## src/hdl/lrc_delay.sv

```systemverilog
// ----------------------------------------------------------------------------
// lrc_delay
// stallable delay line with valid, keeps side data beside the divider
// ----------------------------------------------------------------------------
`default_nettype none

module lrc_delay #(
    parameter int WIDTH = 8,
    parameter int DEPTH = 2
) (
    input  wire logic             aclk,
    input  wire logic             aresetn,
    input  wire logic             en,
    input  wire logic             in_valid,
    input  wire logic [WIDTH-1:0] in_data,
    output logic                  out_valid,
    output logic      [WIDTH-1:0] out_data
);

    logic             valid_reg [DEPTH];
    logic [WIDTH-1:0] data_reg  [DEPTH];

    always_ff @(posedge aclk) begin
        if (!aresetn) begin
            for (int i = 0; i < DEPTH; i++) begin
                valid_reg[i] <= 1'b0;
            end
        end else if (en) begin
            valid_reg[0] <= in_valid;
            for (int i = 1; i < DEPTH; i++) begin
                valid_reg[i] <= valid_reg[i-1];
            end
        end
    end

    always_ff @(posedge aclk) begin
        if (en) begin
            data_reg[0] <= in_data;
            for (int i = 1; i < DEPTH; i++) begin
                data_reg[i] <= data_reg[i-1];
            end
        end
    end

    assign out_valid = valid_reg[DEPTH-1];
    assign out_data  = data_reg[DEPTH-1];

endmodule

`default_nettype wire

```

## config.mk

```make
export PLATFORM = sky130hd
export DESIGN_NAME = lrc_delay
export DESIGN_NICKNAME = d
export VERILOG_FILES = /design/src/hdl/lrc_delay.sv
export SDC_FILE = /design/constraint.sdc
export NUM_CORES = 1
export LEC_CHECK = 0
export BUFFER_PORTS_ARGS = -buffer_cell sky130_fd_sc_hd__buf_2
export CAP_MARGIN = 20
export CORE_MARGIN = 2
export CORE_UTILIZATION = 46
export CTS_CLUSTER_DIAMETER = 80
export DETAILED_ROUTE_END_ITERATION = 10
export PLACE_DENSITY = 0.71
export REMOVE_ABC_BUFFERS = 1
export SYNTH_ARGS = -nofsm -noshare
export SYNTH_HDL_FRONTEND = slang
export SYNTH_SLANG_ARGS = --single-unit
```

## constraint.sdc

```tcl
create_clock -name aclk -period 1.05 [get_ports aclk]
set_clock_uncertainty 0.15 [all_clocks]
set_input_delay 0.1575 -clock aclk [delete_from_list [all_inputs] [get_ports aclk]]
set_output_delay 0.1575 -clock aclk [all_outputs]
set_load 0.02 [all_outputs]
```

==> out/results.txt <==
CP Capture Type = output pin
Fin crit period = 1130 ps
P per Cell Area = 1590 nW/um^2
Final Hold Fails = 0
Clock Pin Slew Worst Setup and Hold Paths = 90 ps
Post-DR vias/cell = 4.41
CP max-delay cell = edfxtp_1
Cell area after placement = 698 um^2
Core area = 1280 um^2
Synth Flop Type = edfxtp_1
Vias = 304
Top-count cell post-synth = edfxtp_1
Total GRT Usage = 0.117
Worst Tran Pin Value = 124 ps
Top cells by count, synth = edfxtp_1 (18), buf_4 (8), and3_1 (2)
Die area = 1660 um^2
Placer congestion estimate = 0.622
# fillers = 95
Peak Freq = 882 MHz
Initial drt markers = 4
Largest net degree at the start of global routing = 15
Mapped Area = 619 um^2
CP Launch Type = flop
Syn_area_per_cell = 21.4 um^2
# IOs = 21
Pleak = 0.337 nW
Post-synth cell types = 4
Die width = 40.7 um
Starting Density = 0.482
PortBufs = 20
Largest cells by area after synthesis = edfxtp_1 (87%), buf_4 (9.7%), and3_1 (2.0%)
Ant. Diodes = 0
# DRC = 0
DR WL/cell = 11.9 um
Vias in the first global route = 280
WS Path Type = flop to output pin
CP arrival = 830 ps
Max rail drop VDD = 0.000810 V
Remaining global-route overflow = 0
Layout cell share with drive strength beyond 1 = 0.444
Drt pass-1 iters = 4
ANT nets after route = 0
WP buf/inv = 1
Initial antenna violation count = 0
Final period util = 1.08
Clock Latency Late Sink = 280 ps
Routed WL = 819 um
Post-synth ARST share = 0
Fin. max-slew vios = 0
Placed insts = 57
Cts bufs inserted = 3
Crit-path max cell delay = 400 ps
Post-route insts no fill = 69
Place WS = 105 ps
CTS root buf = clkbuf_4
Nets = 67
Top delay family on crit path = flip-flops
Max FFs per register = 16
Clock tree from TritonCTS = built
Sinks on Clock Net = 18
Mapped Cells = 29
Violated checks = negative setup slack
Setup violators final = 9
Post-synth EDFFs = 18
H-tree level count = 1
Data required, critical path = 740 ps
Sequential element share of the synthesized area = 0.873
Max_cap viols = 0
Total of warnings raised by yosys = 0
RSZ-0062 raised after global routing = true
Longest Clk Path Bufs = 2
Finished Cell Area = 830 um^2
Cell breakdown of the critical path = buf_6
Status = finished, violations left
Worst hold path class = primary input to flop
Row Count = 13
Largest fanout on the critical path = 1
Setup WS post-layout = -84.0 ps
Min Hold Slack = 13.2 ps
Relative slew slack = 0.917
First-pass GRT wire length = 1110 um
Area grow syn2layout = 33.9%
Die Y = 40.7 um
Synth Register Bits = 18
Area leader, netlist = edfxtp_1
Synth top area share = 0.873
==> metal layers <==
metal,share of wire,vias to the layer above,track usage
met4,0.0098,0,0.125
met3,0.066,2,0.0326
met1,0.39,142,0.108
met2,0.53,11,0.194
met5,0,-,0
li1,-,149,-
==> power by group <==
group / leakage [nW] / total [W] / switching, W / internal (W)
clock network: 0.0154 / 0.000324 / 0.000186 / 0.000138
registers: 0.178 / 0.000864 / 0.0000138 / 0.000850
logic: 0.144 / 0.000130 / 0.0000604 / 0.0000699
total: 0.337 / 0.00132 / 0.000260 / 0.00106
==> layout by cell type, fill, tap and decap left out, drive strengths merged <==
| master | Yosys | routed |
|---|---|---|
| clkinv | 0 | 1 |
| nand2b | 1 | 1 |
| clkbuf | 0 | 3 |
| buf | 8 | 21 |
| dlygate4sd3 | 0 | 8 |
| and3 | 2 | 2 |
| edfxtp | 18 | 18 |
==> worst paths after layout <==
kind                                       from         endpoint  slack, ps  cells past startpoint
worst max-delay path            valid_reg[0][1]        out_valid        -80                      1
worst min-delay path                         en   data_reg[0][1]         10                      1
worst max register to register  valid_reg[0][0]  valid_reg[0][1]        100                      1
worst min register to register   data_reg[0][5]  data_reg[0][13]        270                      0
==> logic make-up after synthesis <==
family | Yosys count | synth area share
flops | 18 | 0.873
simple gates | 3 | 0.0303
buf+inv | 8 | 0.0970
==> repair_timing <==
action / in CTS / in global routing
endpoints found under the hold margin: 8 / 0
buffers inserted: 0 / 0
hold buffers: 8 / 0
resized for setup: 2 / 6
endpoints found under the setup margin: 9 / 9
==> through the flow <==
step                      TNS (ps)  power, W  utilization
after floorplan                  0  0.000912            -
after global placement           0  0.000969        0.543
after detailed placement         0  0.000976        0.543
after CTS                     -674   0.00132        0.631
after global routing          -909   0.00137        0.646
final                         -598   0.00132        0.646
==> final cells by class <==
type / count / area [um^2] / area share
Tap cell: 15 / 18.8 / 0.0226
Sequential cell: 18 / 541 / 0.652
Clock buffer: 3 / 22.5 / 0.0271
Clock inverter: 1 / 3.75 / 0.00452
Timing Repair Buffer: 29 / 225 / 0.271
Multi-Input combinational cell: 3 / 18.8 / 0.0226
(Power assumes the default switching activity.)
