<file path="src/hdl/lrc_div.sv">
// ----------------------------------------------------------------------------
// lrc_div
// pipelined restoring divider, one quotient bit per stage, with overflow flag
// ----------------------------------------------------------------------------
`default_nettype none

module lrc_div #(
    parameter int COORD_BITS  = 16,
    parameter int T_FRAC_BITS = 16
) (
    input  wire logic                    aclk,
    input  wire logic                    en,
    input  wire logic [COORD_BITS+1:0]   num,
    input  wire logic [COORD_BITS+1:0]   den,
    output logic      [T_FRAC_BITS:0]    quo,
    output logic                         sat
);

    localparam int C = COORD_BITS;
    localparam int F = T_FRAC_BITS;

    logic [C+1:0] r_reg   [F+1];
    logic [C+1:0] den_reg [F+1];
    logic [F:0]   q_reg   [F+1];
    logic         sat_reg [F+1];

    logic         b0;
    logic [C+1:0] r0;

    // first stage: integer bit and overflow (ratio two or more)
    always_comb begin
        b0 = num >= den;
        r0 = b0 ? (num - den) : num;
    end

    always_ff @(posedge aclk) begin
        if (en) begin
            r_reg[0]   <= r0;
            den_reg[0] <= den;
            q_reg[0]   <= {{F{1'b0}}, b0};
            sat_reg[0] <= {1'b0, num} >= {den, 1'b0};
        end
    end

    for (genvar k = 1; k <= F; k++) begin : g_step
        logic [C+1:0] r2;
        logic         b;
        always_comb begin
            r2 = {r_reg[k-1][C:0], 1'b0};
            b  = r2 >= den_reg[k-1];
        end
        always_ff @(posedge aclk) begin
            if (en) begin
                r_reg[k]   <= b ? (r2 - den_reg[k-1]) : r2;
                den_reg[k] <= den_reg[k-1];
                q_reg[k]   <= {q_reg[k-1][F-1:0], b};
                sat_reg[k] <= sat_reg[k-1];
            end
        end
    end

    assign quo = q_reg[F];
    assign sat = sat_reg[F];

endmodule

`default_nettype wire

</file>
<file path="config.mk">
export PLATFORM = sky130hd
export DESIGN_NAME = lrc_div
export DESIGN_NICKNAME = d
export VERILOG_FILES = /design/src/hdl/lrc_div.sv
export SDC_FILE = /design/constraint.sdc
export NUM_CORES = 1
export LEC_CHECK = 0
export BUFFER_PORTS_ARGS = -buffer_cell sky130_fd_sc_hd__buf_2
export CAP_MARGIN = 5
export CORE_ASPECT_RATIO = 1.4
export CORE_UTILIZATION = 35
export CTS_CLUSTER_DIAMETER = 30
export DETAILED_ROUTE_END_ITERATION = 6
export GPL_ROUTABILITY_DRIVEN = 0
export GPL_TIMING_DRIVEN = 0
export PLACE_DENSITY = 0.45
export SLEW_MARGIN = 10
export SYNTH_ARGS = -nofsm -noshare
export SYNTH_HDL_FRONTEND = slang
export SYNTH_SLANG_ARGS = --single-unit
</file>
<file path="constraint.sdc">
create_clock -name aclk -period 5.55 [get_ports aclk]
set_input_delay 1.3875 -clock aclk [delete_from_list [all_inputs] [get_ports aclk]]
set_output_delay 1.3875 -clock aclk [all_outputs]
set_load 0.005 [all_outputs]
</file>
==> impl.org <==
** Status
- Run status :: completed

** Floorplan
- Core outline area :: 112000 um2
- From bottom edge to top edge, the die measures 400 um.
- Horizontal die dimension :: 286 um
- DIE AREA :: 115000 um2
- Ports placed on the boundary :: 56
- Row generation in the floorplan step produced 145 rows.
- Initial cell density of the core :: 0.354

** Placed design
- Port-buffer cells :: 55
- Detailed placement finished with a half-perimeter wire length of 68200 um.

** Critical path
- Counting stages on the worst path, the most repeated cell is sky130_fd_sc_hd__clkbuf_1.
- Critical-path cell with the highest stage delay :: sky130_fd_sc_hd__clkbuf_1
- Largest fanout on the critical path :: 10
- Required time at the worst-slack endpoint :: 6000 ps
- The worst setup path is launched from a flop.
- In this design, the stage delay of the slowest critical-path cell is 610 ps.
- Number of logic stages on the critical path including buffering :: 10
- For the worst flop-to-flop path, the logic depth is 10.
- Data arrives at the worst endpoint at 4770 ps.
- Among cell families on the critical path, the largest total delay comes from compound AO/OA/AOI/OAI gates.
- STA classifies the critical path endpoint as a flop.
- Across all register-to-register paths, the minimum setup slack is 1230 ps.
- Critical Path, Cell by Cell :: fa_1 -> nor2b_1 -> o21ai_0 -> a21boi_0 -> o2111ai_1 -> a31oi_1 -> o22a_1 -> clkbuf_1 -> clkbuf_1 -> a21oi_1
- Count of buffer and inverter cells on the critical path :: 2
- Worst Path Class, Setup :: reg2reg

** Clock network
- The clock reaches the later pin of the worst-skew pair after 790 ps.
- TritonCTS built the clock tree.
- In this run, CTS created clock tree buffers numbering 154.
- H-tree lvl count :: 4
- The longest clock path from root to sink contains 3 buffers.
- Clock-pin slew on the worst setup and hold paths :: 50 ps
- In this run the clock root is driven by a sky130_fd_sc_hd__clkbuf_16.
- Post-cts sizing count :: 0
- Buffers inserted by post-CTS timing repair :: 0
- Hold buffer count at cts :: 0
- The clock drives 730 sinks.

** Logic synthesis
- Top-area cell type share of the netlist area :: 0.553
- Synth cell types :: 74
- Part of the Yosys area used for sequential elements :: 0.553
- Synthesis-stage register bit count :: 730
- Synth Area in Adders :: 0.110
- Fraction of the mapped netlist area in compound gates :: 0.116
- Average cell area after synthesis :: 12.0 um2
- Cell count after synthesis :: 3291
- The Yosys step of the flow raised 0 warnings.
- Cell type with the largest total area after synthesis :: sky130_fd_sc_hd__edfxtp_1
- Of the total synthesized cell area, the portion taken by XOR and XNOR cells is 0.0424.
- Primary FF master, synth :: sky130_fd_sc_hd__edfxtp_1
- Cell area after synthesis :: 39600 um2
- Proportion of synthesized flip-flops having asynchronous set or reset :: 0
- After synthesis, the largest family of logic cells by area is compound AO/OA/AOI/OAI gates.
- Syn_nets :: 3667
- Yosys instantiated no cell more often than sky130_fd_sc_hd__edfxtp_1.
- Simple-gate share of the synthesized area :: 0.0843
- Counting flops with a built-in enable in the synthesized netlist gives 730.
- Of the post-synthesis cell area, the part taken by muxes is 0.0486.
- After synthesis, the cell types taking the most area are sky130_fd_sc_hd__edfxtp_1, sky130_fd_sc_hd__ha_1, sky130_fd_sc_hd__mux2_2.
- Commonest cells in the netlist :: sky130_fd_sc_hd__edfxtp_1, sky130_fd_sc_hd__inv_1, sky130_fd_sc_hd__ha_1

** Power and ir drop
- Power comes to 27.6 mW.
- Worst IR Drop VDD :: 0.283 mV
- Dividing total power by cell area gives a power density of 582 nW/um2.
- Static leakage :: 19.5 nW

** Finish
- The area growth from synthesis to layout is 19.9%.
- The final layout contains 3885 nets.
- Diodes inserted :: 0
- Number of flip-flops under the largest register name :: 288
- Layout cell share with drive strength beyond 1 :: 0.147

** Global routing
- Entering global routing, the biggest net connects 116 pins.
- Global route total overflow :: 0
- The first global-routing pass estimated 143000 um of wire.
- Vias in the first global route :: 27400
- Across every metal layer, demand over resource in global routing totals 0.161.
- Antenna violations before repair :: 0

** Timing
- Number of endpoints with negative hold slack in the final report :: 0
- Hold is met by 357 ps.
- Setup violations remaining at the end of the flow were counted as 0.
- Clock skew after layout :: 64.7 ps
- Static timing analysis puts the maximum clock frequency at 231 MHz.
- Max-slew violation count :: 0
- In this run the tightest slew margin relative to its limit is 0.169.
- Fin crit share :: 0.779
- The clock period could shrink to 4320 ps.
- Setup repair after global routing missed its margin :: no
- Slew of the pin with the lowest slew margin :: 1230 ps

** Routing
- Dividing the detail-routed via count by the number of cells gives 5.05.
- Total length of routed wires :: 90800 um
- In the final routed layout, each cell accounts on average for 17.8 um.
- Post-detailed-route count of antenna-violating nets :: 0
- Initial DRT Pass Iterations :: 5
- After the first detailed-routing iteration, the DRC count stood at 1345.
- Post-route DRC :: 0
- For this block, the via count after detailed routing is 25800.

** Flow run
- Across the run, the number of max-cap violations was 0.

** Worst hold path
- Worst Hold Class :: reg2reg
- The worst hold path passes through 0 cells.
per-stage QoR:
| step | instances | util | setup TNS, ps | setup slack (ps) | instance area, um2 |
|---|---|---|---|---|---|
| final | 5109 | 0.424 | 0 | 1230 | 47500 |
| after global routing | 5109 | 0.424 | 0 | 963 | 47500 |
| after CTS | 5109 | 0.424 | 0 | 1120 | 47500 |
| after detailed placement | 4823 | 0.375 | 0 | 822 | 42000 |
| after global placement | 4816 | 0.373 | -6093780 | -8550 | 41700 |
| after floorplan | 3291 | - | 0 | 1420 | 39600 |
layout make-up:
| type | count | area, um2 |
|---|---|---|
| fillers | 10300 | 64400 |
| well taps | 1470 | 1840 |
| multi-input cells | 2108 | 15900 |
| clock inverters | 121 | 1660 |
| inverters | 386 | 1450 |
| clock buffers | 165 | 3890 |
| flip-flops and latches | 730 | 21900 |
| plain buffers | 67 | 360 |
| repair buffers | 62 | 478 |
cells by family after synthesis:
kind of cell	Yosys count
AO/OA/AOI/OAI	713
XOR/XNOR	192
adder cells (fa/ha/maj)	338
buffers and inverters	453
flip-flops	730
multiplexers	171
AND/OR/NAND/NOR	694
worst paths after layout:
path,from,end
setup / recovery,den_reg[0][180],r_reg[0][208]
hold reg to reg,q_reg[0][0],q_reg[0][18]
hold / removal,q_reg[0][0],q_reg[0][18]
setup reg to reg,den_reg[0][180],r_reg[0][208]
layout by cell type, fill, tap and decap left out, types with 9 or more instances in the layout:
master	count
sky130_fd_sc_hd__edfxtp_1	730
sky130_fd_sc_hd__inv_1	386
sky130_fd_sc_hd__ha_1	322
sky130_fd_sc_hd__nor2_1	194
sky130_fd_sc_hd__a21oi_1	192
sky130_fd_sc_hd__nand2_1	181
sky130_fd_sc_hd__o21ai_0	154
sky130_fd_sc_hd__clkbuf_16	154
sky130_fd_sc_hd__mux2_2	149
sky130_fd_sc_hd__xnor2_1	125
sky130_fd_sc_hd__a21o_1	95
sky130_fd_sc_hd__xor2_1	67
sky130_fd_sc_hd__buf_2	66
sky130_fd_sc_hd__nor3_1	57
sky130_fd_sc_hd__nor2b_1	46
sky130_fd_sc_hd__nand4_1	45
sky130_fd_sc_hd__clkbuf_1	43
sky130_fd_sc_hd__nand2b_1	42
sky130_fd_sc_hd__nand3_1	40
sky130_fd_sc_hd__o21a_1	39
sky130_fd_sc_hd__a31oi_1	39
sky130_fd_sc_hd__o31ai_1	32
sky130_fd_sc_hd__clkinv_2	28
sky130_fd_sc_hd__bufinv_16	25
sky130_fd_sc_hd__and3_1	23
sky130_fd_sc_hd__a211oi_1	22
sky130_fd_sc_hd__buf_4	20
sky130_fd_sc_hd__clkinv_1	19
sky130_fd_sc_hd__clkinvlp_4	19
sky130_fd_sc_hd__or3_1	16
sky130_fd_sc_hd__mux2i_1	16
sky130_fd_sc_hd__fa_1	16
sky130_fd_sc_hd__o21bai_1	15
sky130_fd_sc_hd__a21boi_0	13
sky130_fd_sc_hd__o211ai_1	13
sky130_fd_sc_hd__clkinv_16	12
sky130_fd_sc_hd__or2_2	10
sky130_fd_sc_hd__and2_1	10
sky130_fd_sc_hd__o31a_1	9
sky130_fd_sc_hd__o2111ai_1	9
worst register-to-register path, cell delays in order, from the launching register on:
cell	delay, ps
sky130_fd_sc_hd__edfxtp_1	470
sky130_fd_sc_hd__fa_1	490
sky130_fd_sc_hd__nor2b_1	120
sky130_fd_sc_hd__o21ai_0	120
sky130_fd_sc_hd__a21boi_0	430
sky130_fd_sc_hd__o2111ai_1	360
sky130_fd_sc_hd__a31oi_1	320
sky130_fd_sc_hd__o22a_1	370
sky130_fd_sc_hd__clkbuf_1	570
sky130_fd_sc_hd__clkbuf_1	610
sky130_fd_sc_hd__a21oi_1	150
per-layer routing:
metal | track usage | wire, um | vias to the layer above | part of all wire
met1 | 0.155 | 32300 | 12400 | 0.36
li1 | - | - | 12600 | -
met3 | 0.0290 | 3490 | 239 | 0.038
met5 | 0 | 0 | - | 0
met2 | 0.317 | 50700 | 566 | 0.56
met4 | 0.0930 | 4250 | 0 | 0.047
power breakdown:
group	internal (mW)	switching (mW)	total, mW
logic	4.18	5.41	9.59
clock network	6.33	3.23	9.56
registers	7.84	0.653	8.49
total	18.4	9.29	27.6
Power figures use the tool's default switching activity.
