File: src/hdl/lrc_pkg.sv
// ----------------------------------------------------------------------------
// lrc_pkg
// shared types and codes of the line to rectangle clipper
// ----------------------------------------------------------------------------
`default_nettype none

package lrc_pkg;

    localparam int CFG_INDEX_BITS = 2;
    localparam int NUM_EDGES      = 4;

    // configuration register map
    typedef enum logic [CFG_INDEX_BITS-1:0] {
        REG_CENTER_X    = 2'd0,
        REG_CENTER_Y    = 2'd1,
        REG_RECT_WIDTH  = 2'd2,
        REG_RECT_HEIGHT = 2'd3
    } cfg_reg_t;

    // edges in the order they are handled
    typedef enum logic [1:0] {
        EDGE_LEFT   = 2'd0,
        EDGE_RIGHT  = 2'd1,
        EDGE_TOP    = 2'd2,
        EDGE_BOTTOM = 2'd3
    } edge_id_t;

    // sign flags of one edge's p and q terms
    typedef struct packed {
        logic pz;     // p is zero
        logic pneg;   // p below zero
        logic qneg;   // q below zero
        logic rneg;   // ratio q/p below zero
        logic rzero;  // q is zero
    } edge_ctl_t;

    // running clip decision
    typedef struct packed {
        logic     ok;
        logic     in_upd;
        edge_id_t in_edge;
        logic     out_upd;
        edge_id_t out_edge;
    } clip_sel_t;

endpackage

`default_nettype wire

File: src/hdl/lrc_point.sv
// ----------------------------------------------------------------------------
// lrc_point
// clipped endpoints: multiply stage, then round, saturate and pack stage
// ----------------------------------------------------------------------------
`default_nettype none

module lrc_point #(
    parameter int COORD_BITS  = 16,
    parameter int T_FRAC_BITS = 16
) (
    input  wire logic                         aclk,
    input  wire logic                         aresetn,
    input  wire logic                         en,
    input  wire logic                         in_valid,
    input  wire lrc_pkg::clip_sel_t           sel,
    input  wire logic [T_FRAC_BITS:0]         t_in,
    input  wire logic [T_FRAC_BITS:0]         t_out,
    input  wire logic signed [COORD_BITS-1:0] sx,
    input  wire logic signed [COORD_BITS-1:0] sy,
    input  wire logic signed [COORD_BITS:0]   dx,
    input  wire logic signed [COORD_BITS:0]   dy,
    input  wire logic signed [COORD_BITS+1:0] edge_pos [4],
    output logic                              out_valid,
    output logic                              accepted,
    output logic signed [COORD_BITS-1:0]      clip_start_x,
    output logic signed [COORD_BITS-1:0]      clip_start_y,
    output logic signed [COORD_BITS-1:0]      clip_end_x,
    output logic signed [COORD_BITS-1:0]      clip_end_y,
    output logic [T_FRAC_BITS:0]              t_enter,
    output logic [T_FRAC_BITS:0]              t_exit
);

    localparam int C  = COORD_BITS;
    localparam int F  = T_FRAC_BITS;
    localparam int VW = C + F + 3;
    localparam logic signed [VW-1:0] CMAX = {{(VW-C+1){1'b0}}, {(C-1){1'b1}}};
    localparam logic signed [VW-1:0] CMIN = {{(VW-C+1){1'b1}}, {(C-1){1'b0}}};
    localparam logic signed [VW-1:0] HALF = {{(VW-F){1'b0}}, 1'b1, {(F-1){1'b0}}};

    function automatic logic [C-1:0] sat_coord(input logic signed [VW-1:0] v);
        logic [C-1:0] res;
        if (v > CMAX) begin
            res = CMAX[C-1:0];
        end else if (v < CMIN) begin
            res = CMIN[C-1:0];
        end else begin
            res = v[C-1:0];
        end
        return res;
    endfunction

    // edge in Q.5 to Q.4, nearest, ties up
    function automatic logic [C-1:0] edge_round(input logic signed [C+1:0] e);
        logic signed [C+2:0] e_ext;
        logic signed [C+2:0] h;
        e_ext = {e[C+1], e};
        h     = (e_ext + 2'sd1) >>> 1;
        return sat_coord({{(VW-C-3){h[C+2]}}, h});
    endfunction

    // start + t * delta, Q.4, nearest, ties up
    function automatic logic [C-1:0] along(input logic signed [C-1:0] s,
                                           input logic signed [VW-1:0] prod);
        logic signed [VW-1:0] s_ext;
        logic signed [VW-1:0] sum;
        s_ext = {{(VW-C){s[C-1]}}, s};
        sum   = (s_ext <<< F) + prod + HALF;
        return sat_coord(sum >>> F);
    endfunction

    // multiply stage
    logic                m_valid_reg, m_ok_reg;
    logic                m_in_upd_reg, m_out_upd_reg, m_in_x_reg, m_out_x_reg;
    logic signed [VW-1:0] m_prod_a_reg, m_prod_b_reg, prod_a_next, prod_b_next;
    logic signed [C-1:0] m_sa_reg, m_sb_reg;
    logic signed [C+1:0] m_ea_reg, m_eb_reg;
    logic signed [C-1:0] m_sx_reg, m_sy_reg, m_ex_reg, m_ey_reg;
    logic [F:0]          m_tin_reg, m_tout_reg;

    logic                in_x, out_x;
    logic signed [F+1:0] tin_s, tout_s;
    logic signed [C:0]   da, db;

    always_comb begin
        in_x   = (sel.in_edge == lrc_pkg::EDGE_LEFT) || (sel.in_edge == lrc_pkg::EDGE_RIGHT);
        out_x  = (sel.out_edge == lrc_pkg::EDGE_LEFT) ||
                 (sel.out_edge == lrc_pkg::EDGE_RIGHT);
        tin_s  = {1'b0, t_in};
        tout_s = {1'b0, t_out};
        // a left/right clip moves along y, a top/bottom clip along x
        da = in_x ? dy : dx;
        db = out_x ? dy : dx;
        prod_a_next = tin_s * da;
        prod_b_next = tout_s * db;
    end

    always_ff @(posedge aclk) begin
        if (!aresetn) begin
            m_valid_reg <= 1'b0;
        end else if (en) begin
            m_valid_reg <= in_valid;
        end
    end

    always_ff @(posedge aclk) begin
        if (en) begin
            m_ok_reg      <= sel.ok && (t_in <= t_out);
            m_in_upd_reg  <= sel.in_upd;
            m_out_upd_reg <= sel.out_upd;
            m_in_x_reg    <= in_x;
            m_out_x_reg   <= out_x;
            m_prod_a_reg  <= prod_a_next;
            m_prod_b_reg  <= prod_b_next;
            m_sa_reg      <= in_x ? sy : sx;
            m_sb_reg      <= out_x ? sy : sx;
            m_ea_reg      <= edge_pos[sel.in_edge];
            m_eb_reg      <= edge_pos[sel.out_edge];
            m_sx_reg      <= sx;
            m_sy_reg      <= sy;
            m_ex_reg      <= sx + dx[C-1:0];
            m_ey_reg      <= sy + dy[C-1:0];
            m_tin_reg     <= t_in;
            m_tout_reg    <= t_out;
        end
    end

    // round stage
    logic         r_valid_reg, r_acc_reg;
    logic [C-1:0] r_ax_reg, r_ay_reg, r_bx_reg, r_by_reg;
    logic [F:0]   r_tin_reg, r_tout_reg;
    logic [C-1:0] ax_next, ay_next, bx_next, by_next;
    logic [C-1:0] a_edge_v, a_along_v, b_edge_v, b_along_v;

    always_comb begin
        a_edge_v  = edge_round(m_ea_reg);
        a_along_v = along(m_sa_reg, m_prod_a_reg);
        b_edge_v  = edge_round(m_eb_reg);
        b_along_v = along(m_sb_reg, m_prod_b_reg);
        ax_next   = m_sx_reg;
        ay_next   = m_sy_reg;
        bx_next   = m_ex_reg;
        by_next   = m_ey_reg;
        if (m_in_upd_reg) begin
            ax_next = m_in_x_reg ? a_edge_v : a_along_v;
            ay_next = m_in_x_reg ? a_along_v : a_edge_v;
        end
        if (m_out_upd_reg) begin
            bx_next = m_out_x_reg ? b_edge_v : b_along_v;
            by_next = m_out_x_reg ? b_along_v : b_edge_v;
        end
        if (!m_ok_reg) begin
            ax_next = '0;
            ay_next = '0;
            bx_next = '0;
            by_next = '0;
        end
    end

    always_ff @(posedge aclk) begin
        if (!aresetn) begin
            r_valid_reg <= 1'b0;
        end else if (en) begin
            r_valid_reg <= m_valid_reg;
        end
    end

    always_ff @(posedge aclk) begin
        if (en) begin
            r_acc_reg  <= m_ok_reg;
            r_ax_reg   <= ax_next;
            r_ay_reg   <= ay_next;
            r_bx_reg   <= bx_next;
            r_by_reg   <= by_next;
            r_tin_reg  <= m_ok_reg ? m_tin_reg : '0;
            r_tout_reg <= m_ok_reg ? m_tout_reg : '0;
        end
    end

    assign out_valid    = r_valid_reg;
    assign accepted     = r_acc_reg;
    assign clip_start_x = r_ax_reg;
    assign clip_start_y = r_ay_reg;
    assign clip_end_x   = r_bx_reg;
    assign clip_end_y   = r_by_reg;
    assign t_enter      = r_tin_reg;
    assign t_exit       = r_tout_reg;

endmodule

`default_nettype wire
File: config.mk
export PLATFORM = sky130hd
export DESIGN_NAME = lrc_point
export DESIGN_NICKNAME = d
export VERILOG_FILES = /design/src/hdl/lrc_pkg.sv /design/src/hdl/lrc_point.sv
export SDC_FILE = /design/constraint.sdc
export NUM_CORES = 2
export LEC_CHECK = 0
export BUFFER_PORTS_ARGS = -buffer_cell sky130_fd_sc_hd__buf_4
export CAP_MARGIN = 15
export CORE_MARGIN = 3
export CORE_UTILIZATION = 37
export CTS_CLUSTER_SIZE = 8
export DETAILED_ROUTE_END_ITERATION = 10
export PLACE_DENSITY = 0.53
export SLEW_MARGIN = 10
export SYNTH_ARGS = -nofsm -noshare
export SYNTH_HDL_FRONTEND = slang
export SYNTH_SLANG_ARGS = --single-unit
File: constraint.sdc
create_clock -name aclk -period 11.7 [get_ports aclk]
set_clock_uncertainty 0.15 [all_clocks]
set_input_delay 2.34 -clock aclk [delete_from_list [all_inputs] [get_ports aclk]]
set_output_delay 2.34 -clock aclk [all_outputs]
set_load 0.005 [all_outputs]
==> out/qor.csv <==
metric,value,unit
CTS Hold Bufs,0,
MaxCap Viol Count,0,
clock tree from TritonCTS,yes,
power density normalized to cell area,287.8,mW/mm²
internal portion of total power,6.166,mW
critical-path cell with the highest stage delay,buf_4,
number of design rule violations left after detail routing,0,
summed instance area of the synthesized netlist,0.03574,mm²
startpoint type of the worst setup path,primary input,
Worst Hold Class,reg2reg,
highest-count cells in the layout ignoring fill and taps,"inv_1 (631), fa_1 (450), nand2_1 (410)",
Ys Warns,0,
placeable core area,0.09544,mm²
total clock buffers created by CTS,47,
antenna violations before repair,3,
count of final hold-check violations,0,
fin crit period,9.173,ns
share of the synthesized area in the top cell type,26.04,%
final RePlAce weighted congestion,0.9094,
Post-synth EDFFs,310,
floorplan row count,113,
gate family responsible for the most delay along the worst path,adder cells,
count of distinct cell types in the synthesized netlist,96,
CTS Buffer Depth,3,
Sw Pwr,5.505,mW
number of input and output port buffers inserted,282,
RSZ-0062 raised after global routing,false,
fraction of power consumed by sequential logic,16.4,%
Rel. slew slack,22.74,%
count of vias placed by the detailed router,26180,
pin slew with the least headroom to its limit,1.159,ns
PostCTS Resize Cnt,0,
total wire length after detailed routing,113700,µm
most frequently used flop master after synthesis,edfxtp_1,
Post-DP HPWL,88850,µm
first-pass GRT wire length,169800,µm
via density per instance,5.192,
type of destination of the critical path,flip-flop,
maximum clock rate,109.0,MHz
worst skew pair latency,0.63,ns
"Worst Path Class, Setup",in2reg,
fraction of layout instances using a drive strength above 1,13.09,%
synthesized netlist cell count,3522,
number of cells on the critical path,25,
post-synthesis sequential element count,312,
Buffers & Inverters on Critical Path,7,
root buf cell,clkbuf_16,
overflow left after global routing,0,
detailed-route wire length per cell,22.55,µm
critical-path maximum fanout,40,
Leakage Power,18.72,nW
result of the run,completed,
largest voltage drop on the vdd net,268.3,µV
synthesized net count,4488,
number of setup violations in the final report,0,
"reg-to-reg slack, setup",7.53,ns
area of the die,0.1004,mm²
data arrival time of the critical path,9.36,ns
H-tree levels,2,
share of the clock period used by the worst path,78.40,%
clock transition at the registers of the reported paths,0.06,ns
buffer count from post-CTS setup fixing,0,
Fin Setup TNS,0,ns
number of DRC violations after detailed-routing iteration 0,2003,
overall power,11.67,mW
initial standard-cell utilization of the core,37.45,%
data required time at the worst endpoint,11.88,ns
Final nets,4724,
pin count of the biggest net entering global routing,162,
die extent in x,316.8,µm
count of final max-slew check failures,0,
highest cell delay on the worst timing path,0.59,ns
Pre-Repair DR Iteration Count,8,
Hold Path Stages,1,
number of nets still failing antenna checks after routing,0,
FF-to-FF path depth,11,
fraction of power consumed by the clock network,11.3,%
GRT Overall Usage,22.63,%
number of sinks handled by clock tree synthesis,312,
die height,316.8,µm
portion of total power attributed to combinational logic,72.3,%
Ports,283,
top area cells in the synthesized netlist,"edfxtp_1 (26%), fa_1 (25%), ha_1 (12%)",
number of global-route vias before repair,26810,
"Area growth, synth to finish",13.46,%
Yosys top cell by area,edfxtp_1,
most common library cell in the layout ignoring fill and taps,inv_1,
sequential fraction of the synthesis area,26.16,%
post-synthesis average cell area,10.15,µm²
Switching Fraction,47.17,%
ys async rst share,0,%
cell type report:
class / count / area (µm²)
repair buffers: 301 / 2280
clock buffers: 58 / 1217
flip-flops and latches: 312 / 9349
clock inverters: 8 / 168.9
fillers: 9286 / 54880
well taps: 1265 / 1583
diodes: 2 / 5.005
inverters: 643 / 2414
multi-input cells: 2453 / 23540
power groups by stage:
stage / logic (mW) / clock network, mW / registers, mW
floorplan: 6.28 / 0 / 1.89
global placement: 8.39 / 0 / 1.93
CTS: 8.51 / 1.35 / 1.92
finish: 8.44 / 1.32 / 1.92
global route: 9.74 / 1.39 / 1.93
detailed placement: 8.42 / 0 / 1.93
cell usage after synthesis, types with 36 or more instances:
master	number
nor2_1	223
mux4_2	36
and2_1	170
a21oi_1	103
nand3_1	47
o21ai_0	84
mux2_2	59
ha_1	333
nand2_1	410
clkbuf_1	98
inv_1	631
fa_1	450
edfxtp_1	310
xnor2_1	76
xor2_1	43
nor2b_1	49
per-layer routing:
metal  global-route usage [%]  part of all wire, %  up-vias
li1                         -                    -    11980
met1                    31.59                   44    13070
met2                    36.36                   45      979
met3                    4.360                  8.3      147
met4                    5.482                  2.6        2
met5                        0               0.0070        -
cell families after synthesis:
| kind of cell | after synthesis | synth area share (%) |
|---|---|---|
| DFF | 312 | 26.16 |
| muxes | 113 | 4.666 |
| and+or+nand+nor | 1024 | 13.38 |
| buffers and inverters | 757 | 8.009 |
| adders and majority gates | 783 | 36.86 |
| xor gates and xnor gates | 121 | 3.007 |
| AOI/OAI and AO/OA | 412 | 7.929 |
path summary, 6_finish.rpt:
| kind | start | endpoint |
|---|---|---|
| worst min register to register | m_tout_reg[14] | t_exit[14] |
| worst max register to register | m_sb_reg[0] | clip_end_y[1] |
| worst max-delay path | sel[1] | m_prod_b_reg[28] |
| worst min-delay path | m_tout_reg[14] | t_exit[14] |
metrics by stage:
step	worst slack, ns	std cells	hold slack (ns)	util, %	area (µm²)
3_3_place_gp	2.025	4974	0.3552	41.04	39160
6_report	2.527	5042	0.3599	42.49	40560
2_1_floorplan	2.349	3522	0.3127	-	35740
3_5_place_dp	2.003	4974	0.3607	41.04	39160
4_1_cts	2.579	5040	0.3636	42.49	40550
5_1_grt	2.139	5040	0.3866	42.49	40550
worst reg2reg max path, delay by kind of cell, from the launching register on:
family / cells / cell delay [ns]
flops: 1 / 0.49
compound gates: 7 / 2.03
simple gates: 3 / 0.74
fa+ha+maj: 1 / 0.49
(Power assumes the default switching activity.)
