**config.mk**
```make
export PLATFORM = sky130hd
export DESIGN_NAME = lrc_setup
export DESIGN_NICKNAME = d
export VERILOG_FILES = /design/src/hdl/lrc_pkg.sv /design/src/hdl/lrc_setup.sv
export SDC_FILE = /design/constraint.sdc
export NUM_CORES = 1
export LEC_CHECK = 0
export ABC_AREA = 1
export BUFFER_PORTS_ARGS = -buffer_cell sky130_fd_sc_hd__buf_4
export CAP_MARGIN = 20
export CELL_PAD_IN_SITES_DETAIL_PLACEMENT = 1
export CELL_PAD_IN_SITES_GLOBAL_PLACEMENT = 1
export CORE_MARGIN = 8
export CORE_UTILIZATION = 25
export DETAILED_ROUTE_END_ITERATION = 8
export GPL_ROUTABILITY_DRIVEN = 0
export PLACE_DENSITY = 0.56
export RECOVER_POWER = 50
export SYNTH_ARGS = -nofsm -noshare
export SYNTH_HDL_FRONTEND = slang
export SYNTH_SLANG_ARGS = --single-unit
```
**constraint.sdc**
```tcl
create_clock -name aclk -period 3.4 [get_ports aclk]
set_clock_uncertainty 0.1 [all_clocks]
set_input_delay 0.17 -clock aclk [delete_from_list [all_inputs] [get_ports aclk]]
set_output_delay 0.17 -clock aclk [all_outputs]
set_load 0.01 [all_outputs]
```
**src/hdl/lrc_pkg.sv**
```systemverilog
// ----------------------------------------------------------------------------
// lrc_pkg
// shared types and codes of the line to rectangle clipper
// ----------------------------------------------------------------------------
`default_nettype none

package lrc_pkg;

    localparam int CFG_INDEX_BITS = 2;
    localparam int NUM_EDGES      = 4;

    // configuration register map
    typedef enum logic [CFG_INDEX_BITS-1:0] {
        REG_CENTER_X    = 2'd0,
        REG_CENTER_Y    = 2'd1,
        REG_RECT_WIDTH  = 2'd2,
        REG_RECT_HEIGHT = 2'd3
    } cfg_reg_t;

    // edges in the order they are handled
    typedef enum logic [1:0] {
        EDGE_LEFT   = 2'd0,
        EDGE_RIGHT  = 2'd1,
        EDGE_TOP    = 2'd2,
        EDGE_BOTTOM = 2'd3
    } edge_id_t;

    // sign flags of one edge's p and q terms
    typedef struct packed {
        logic pz;     // p is zero
        logic pneg;   // p below zero
        logic qneg;   // q below zero
        logic rneg;   // ratio q/p below zero
        logic rzero;  // q is zero
    } edge_ctl_t;

    // running clip decision
    typedef struct packed {
        logic     ok;
        logic     in_upd;
        edge_id_t in_edge;
        logic     out_upd;
        edge_id_t out_edge;
    } clip_sel_t;

endpackage

`default_nettype wire

```
**src/hdl/lrc_setup.sv**
```systemverilog
// ----------------------------------------------------------------------------
// lrc_setup
// two stages: edges and deltas, then p/q terms, magnitudes and glide test
// ----------------------------------------------------------------------------
`default_nettype none

module lrc_setup #(
    parameter int COORD_BITS = 16
) (
    input  wire logic                         aclk,
    input  wire logic                         aresetn,
    input  wire logic                         en,
    input  wire logic                         in_valid,
    input  wire logic signed [COORD_BITS-1:0] start_x,
    input  wire logic signed [COORD_BITS-1:0] start_y,
    input  wire logic signed [COORD_BITS-1:0] end_x,
    input  wire logic signed [COORD_BITS-1:0] end_y,
    input  wire logic signed [COORD_BITS-1:0] center_x,
    input  wire logic signed [COORD_BITS-1:0] center_y,
    input  wire logic        [COORD_BITS-1:0] rect_width,
    input  wire logic        [COORD_BITS-1:0] rect_height,
    output logic                              out_valid,
    output logic signed [COORD_BITS-1:0]      sx,
    output logic signed [COORD_BITS-1:0]      sy,
    output logic signed [COORD_BITS:0]        dx,
    output logic signed [COORD_BITS:0]        dy,
    output logic signed [COORD_BITS+1:0]      edge_pos [4],
    output logic                              glide_rej,
    output lrc_pkg::edge_ctl_t [3:0]          ctl,
    output logic        [COORD_BITS+1:0]      num [4],
    output logic        [COORD_BITS+1:0]      den_x,
    output logic        [COORD_BITS+1:0]      den_y
);

    localparam int C = COORD_BITS;

    // stage a
    logic                a_valid_reg;
    logic signed [C-1:0] a_sx_reg, a_sy_reg;
    logic signed [C:0]   a_dx_reg, a_dy_reg;
    logic signed [C+1:0] a_edge_reg [4];
    logic signed [C+1:0] a_edge_next [4];
    logic signed [C+1:0] cx2, cy2, w_ext, h_ext;

    // stage b
    logic                b_valid_reg;
    logic signed [C-1:0] b_sx_reg, b_sy_reg;
    logic signed [C:0]   b_dx_reg, b_dy_reg;
    logic signed [C+1:0] b_edge_reg [4];
    logic                b_glide_reg;
    lrc_pkg::edge_ctl_t [3:0] b_ctl_reg, b_ctl_next;
    logic [C+1:0]        b_num_reg [4];
    logic [C+1:0]        b_num_next [4];
    logic [C+1:0]        b_denx_reg, b_deny_reg, b_denx_next, b_deny_next;
    logic                b_glide_next;

    logic signed [C+1:0] sx2, sy2;
    logic signed [C+2:0] q [4];
    logic        [C+2:0] q_abs [4];
    logic signed [C:0]   dx_abs, dy_abs;
    logic                pneg [4];

    always_comb begin
        cx2   = {center_x[C-1], center_x, 1'b0};
        cy2   = {center_y[C-1], center_y, 1'b0};
        w_ext = {2'b00, rect_width};
        h_ext = {2'b00, rect_height};
        a_edge_next[0] = cx2 - w_ext;
        a_edge_next[1] = cx2 + w_ext;
        a_edge_next[2] = cy2 - h_ext;
        a_edge_next[3] = cy2 + h_ext;
    end

    always_ff @(posedge aclk) begin
        if (!aresetn) begin
            a_valid_reg <= 1'b0;
        end else if (en) begin
            a_valid_reg <= in_valid;
        end
    end

    always_ff @(posedge aclk) begin
        if (en) begin
            a_sx_reg <= start_x;
            a_sy_reg <= start_y;
            a_dx_reg <= {end_x[C-1], end_x} - {start_x[C-1], start_x};
            a_dy_reg <= {end_y[C-1], end_y} - {start_y[C-1], start_y};
            for (int i = 0; i < 4; i++) begin
                a_edge_reg[i] <= a_edge_next[i];
            end
        end
    end

    always_comb begin
        sx2  = {a_sx_reg[C-1], a_sx_reg, 1'b0};
        sy2  = {a_sy_reg[C-1], a_sy_reg, 1'b0};
        q[0] = {sx2[C+1], sx2} - {a_edge_reg[0][C+1], a_edge_reg[0]};
        q[1] = {a_edge_reg[1][C+1], a_edge_reg[1]} - {sx2[C+1], sx2};
        q[2] = {sy2[C+1], sy2} - {a_edge_reg[2][C+1], a_edge_reg[2]};
        q[3] = {a_edge_reg[3][C+1], a_edge_reg[3]} - {sy2[C+1], sy2};
        pneg[0] = a_dx_reg > 0;
        pneg[1] = a_dx_reg < 0;
        pneg[2] = a_dy_reg > 0;
        pneg[3] = a_dy_reg < 0;
        for (int i = 0; i < 4; i++) begin
            q_abs[i]            = q[i][C+2] ? (~q[i] + 1'b1) : q[i];
            b_num_next[i]       = q_abs[i][C+1:0];
            b_ctl_next[i].pz    = (i < 2) ? (a_dx_reg == 0) : (a_dy_reg == 0);
            b_ctl_next[i].pneg  = pneg[i];
            b_ctl_next[i].qneg  = q[i][C+2];
            b_ctl_next[i].rzero = (q[i] == 0);
            b_ctl_next[i].rneg  = (q[i] != 0) && (q[i][C+2] != pneg[i]);
        end
        dx_abs      = a_dx_reg[C] ? -a_dx_reg : a_dx_reg;
        dy_abs      = a_dy_reg[C] ? -a_dy_reg : a_dy_reg;
        b_denx_next = {1'b0, dx_abs[C-1:0], 1'b0};
        b_deny_next = {1'b0, dy_abs[C-1:0], 1'b0};
        // a segment gliding along an edge is rejected
        if (a_dx_reg == 0) begin
            b_glide_next = (sx2 == a_edge_reg[0]) || (sx2 == a_edge_reg[1]);
        end else if (a_dy_reg == 0) begin
            b_glide_next = (sy2 == a_edge_reg[2]) || (sy2 == a_edge_reg[3]);
        end else begin
            b_glide_next = 1'b0;
        end
    end

    always_ff @(posedge aclk) begin
        if (!aresetn) begin
            b_valid_reg <= 1'b0;
        end else if (en) begin
            b_valid_reg <= a_valid_reg;
        end
    end

    always_ff @(posedge aclk) begin
        if (en) begin
            b_sx_reg    <= a_sx_reg;
            b_sy_reg    <= a_sy_reg;
            b_dx_reg    <= a_dx_reg;
            b_dy_reg    <= a_dy_reg;
            b_glide_reg <= b_glide_next;
            b_ctl_reg   <= b_ctl_next;
            b_denx_reg  <= b_denx_next;
            b_deny_reg  <= b_deny_next;
            for (int i = 0; i < 4; i++) begin
                b_edge_reg[i] <= a_edge_reg[i];
                b_num_reg[i]  <= b_num_next[i];
            end
        end
    end

    always_comb begin
        out_valid = b_valid_reg;
        sx        = b_sx_reg;
        sy        = b_sy_reg;
        dx        = b_dx_reg;
        dy        = b_dy_reg;
        glide_rej = b_glide_reg;
        ctl       = b_ctl_reg;
        den_x     = b_denx_reg;
        den_y     = b_deny_reg;
        for (int i = 0; i < 4; i++) begin
            edge_pos[i] = b_edge_reg[i];
            num[i]      = b_num_reg[i];
        end
    end

endmodule

`default_nettype wire

```
==> results_dict.tcl <==
set metrics [dict create \
    status "finished, violations left" \
    violations "capacitance limit, slew limit" \
    cts_num_sinks 389 \
    critPathMaxFanout 4 \
    finalSetupViolations 0 \
    clock_latency_ns 0.62 \
    critPathRequiredTime_ns 3.63 \
    synth_seq_cells 389 \
    synth.largest_area_cell "edfxtp_1" \
    nFillCells 11300 \
    wl_per_cell_um 19.5 \
    die_w_um 325 \
    core_um2 95000 \
    route.detailed.drc 0 \
    min_period_ns 3.06 \
    cts_tree "built" \
    fmax_mhz 327 \
    ys.flop_type "edfxtp_1" \
    cts_buffers 49 \
    grt_pass1_vias 20500 \
    synth_edf_count 387 \
    ios 400 \
    syn_inst 2675 \
    drt-total-wl_mm 87.5 \
    cpPeakStageDelay_ns 0.47 \
    fin_crit_sh_pct 90.0 \
    worst_pin_slew_ns 2.22 \
    crit_arrival_ns 3.29 \
    syn_avg_cell_area_um2 8.95 \
    synth.distinct_cells 52 \
    end_kind "flop" \
    viasPerCell 4.35 \
    grt_pass1_wl_mm 129 \
    final_common_cell "nand2_1" \
    htree_levels 2 \
    grt_use_total_pct 15.9 \
    postRouteAntennaNets 0 \
    num_rows 113 \
    worstSetupPathType "flop to flop" \
    clockBufferDepth 3 \
    cellPowerDensity_nw_per_um2 611 \
    vdd_drop_max_mv 0.357 \
    layout-drive-gt1-share_pct 10.8 \
    postLayoutSetupSlackWorst_ns 0.341 \
    crit_top_cell "nand3_1" \
    drt_pass1_iterations 4 \
    first_iter_violations 964 \
    fin_area_um2 30000 \
    holdCritPathClass "input pin to flop" \
    async_flop_share_pct 0 \
    nNetsFinal 3485 \
    die_h_um 325 \
    cap_viol_max_count 2 \
    tns_ns 0 \
    worst-path-buf-inv 1 \
    ys_warn_count 0 \
    report.final.slew_viol_count 70 \
    syn_area_um2 23900 \
    clkTransAtPathRegs_ns 0.06 \
    power.total_uw 18300 \
    initial_utilization_pct 25.2 \
    cpLargestDelayFamily "simple AND/OR/NAND/NOR gates" \
    place_area_um2 28500 \
    io_buffers 395 \
    antenna_found_initial 5 \
    grt_start_max_net_pins 67 \
    cp_slowest_cell "edfxtp_1" \
    leakagePower_uw 0.0138 \
    synthToLayoutAreaGrowth_pct 25.3 \
    gr-total-overflow 0 \
    hold_viol 0 \
    ys_top_cells_by_area "edfxtp_1 (49%), nand2_1 (10%), ha_1 (8.7%), inv_1 (7.7%), xor2_1 (4.7%)" \
    mostFrequentLayoutCells "nand2_1 (663), inv_1 (488), edfxtp_1 (387), clkbuf_1 (220), buf_4 (196)" \
    synth_top_area_share_pct 48.5 \
    rsz0062_at_grt "no" \
    dp_slack_ns 0.268 \
    fp.dieArea_um2 106000 \
    path_cells "ha_1, inv_1, fa_1, nand2_1, nand2_2, nand3_1, nand2_1, xnor2_2, nand3_1, nor2_2, nand3_1, nor2_2, a21oi_1" \
    vias 19500 \
    dpl.hpwl_mm 72.2 \
    root_buffer "clkbuf_16" \
    maxSlewHeadroom_pct -48.1 \
    seq_area_frac_synth_pct 48.7 \
    worstSetupStartpointType "flop" \
]
==> metal layers <==
| metal | wire [um] | track usage, % | up-vias | part of all wire [%] |
|---|---|---|---|---|
| li1 | - | - | 9712 | - |
| met1 | 38100 | 19.3 | 9352 | 44 |
| met2 | 43300 | 28.3 | 343 | 50 |
| met3 | 4110 | 3.66 | 91 | 4.7 |
| met4 | 1960 | 3.86 | 0 | 2.2 |
| met5 | 0 | 0 | - | 0 |
==> where the power goes <==
part	leakage (uW)	switching (uW)	internal (uW)	total [uW]
clock network	0.000780	2180	3150	5330
registers	0.00381	521	6460	6980
logic	0.00919	3960	2060	6020
total	0.0138	6660	11700	18300
==> synth_stat cells (all sizes together), types with 16 or more instances <==
cell type / n
nand4: 35
o21ai: 75
nor3: 23
xor2: 129
a21oi: 137
xnor2: 41
nor2: 191
inv: 494
clkbuf: 16
edfxtp: 387
nand3: 166
ha: 166
buf: 23
nand2: 691
==> cell type report <==
cell class                 count  area [um2]  share of cell area [%]
clock inverter                29         312                    1.04
sequential                   389       11700                    38.9
clock buffer                  61        1290                    4.31
antenna                        5        12.5                  0.0417
timing repair buffer         487        3090                    10.3
multi-input combinational   1755       10200                    34.0
tap                         1265        1580                    5.27
inverter                     495        1860                    6.19
==> logic make-up (layout without fill, tap and decap cells) <==
group,count (synthesis),in the layout,synth area share (%)
flops,389,389,48.7
fa+ha+maj,176,176,9.51
other cells,1,9,0.0157
buf+inv,534,1072,8.76
compound gates,266,266,6.23
xor+xnor,170,170,6.28
simple gates,1138,1138,20.5
mux,1,1,0.0418
==> what timing repair did <==
action                                 4_1_cts  5_1_grt
endpoints found under the hold margin      125        0
hold buffers                                71        0
resized for setup                            0        1
setup endpoints to repair                    0        2
buffers inserted                             0        1
==> through the flow <==
| stage | hold slack (ns) | cells | util (%) |
|---|---|---|---|
| after floorplan | 0.169 | 2678 | - |
| after global placement | 0.261 | 4319 | 30.0 |
| after CTS | 0.00670 | 4480 | 32.4 |
| after detailed placement | 0.261 | 4319 | 30.0 |
| after global routing | 0.0192 | 4486 | 31.6 |
| final | 0.0455 | 4486 | 31.6 |
==> path summary, 6_finish.rpt <==
path                            slack (ns)  cells past startpoint               end        startpoint
worst max-delay path                  0.34                     13           ctl[16]       a_sy_reg[0]
worst min-delay path                  0.05                      3       a_dx_reg[6]          end_x[6]
worst max register to register        0.34                     13           ctl[16]       a_sy_reg[0]
worst min register to register        0.35                      0  b_edge_reg[2][9]  a_edge_reg[2][9]
==> worst reg2reg max path: stages, from the launching register on <==
cell,delay [ns]
edfxtp_1,0.47
ha_1,0.20
inv_1,0.08
fa_1,0.40
nand2_1,0.09
nand2_2,0.09
nand3_1,0.11
nand2_1,0.14
xnor2_2,0.30
nand3_1,0.17
nor2_2,0.17
nand3_1,0.15
nor2_2,0.20
a21oi_1,0.10
Note: power is estimated with default switching activity, not from simulation.
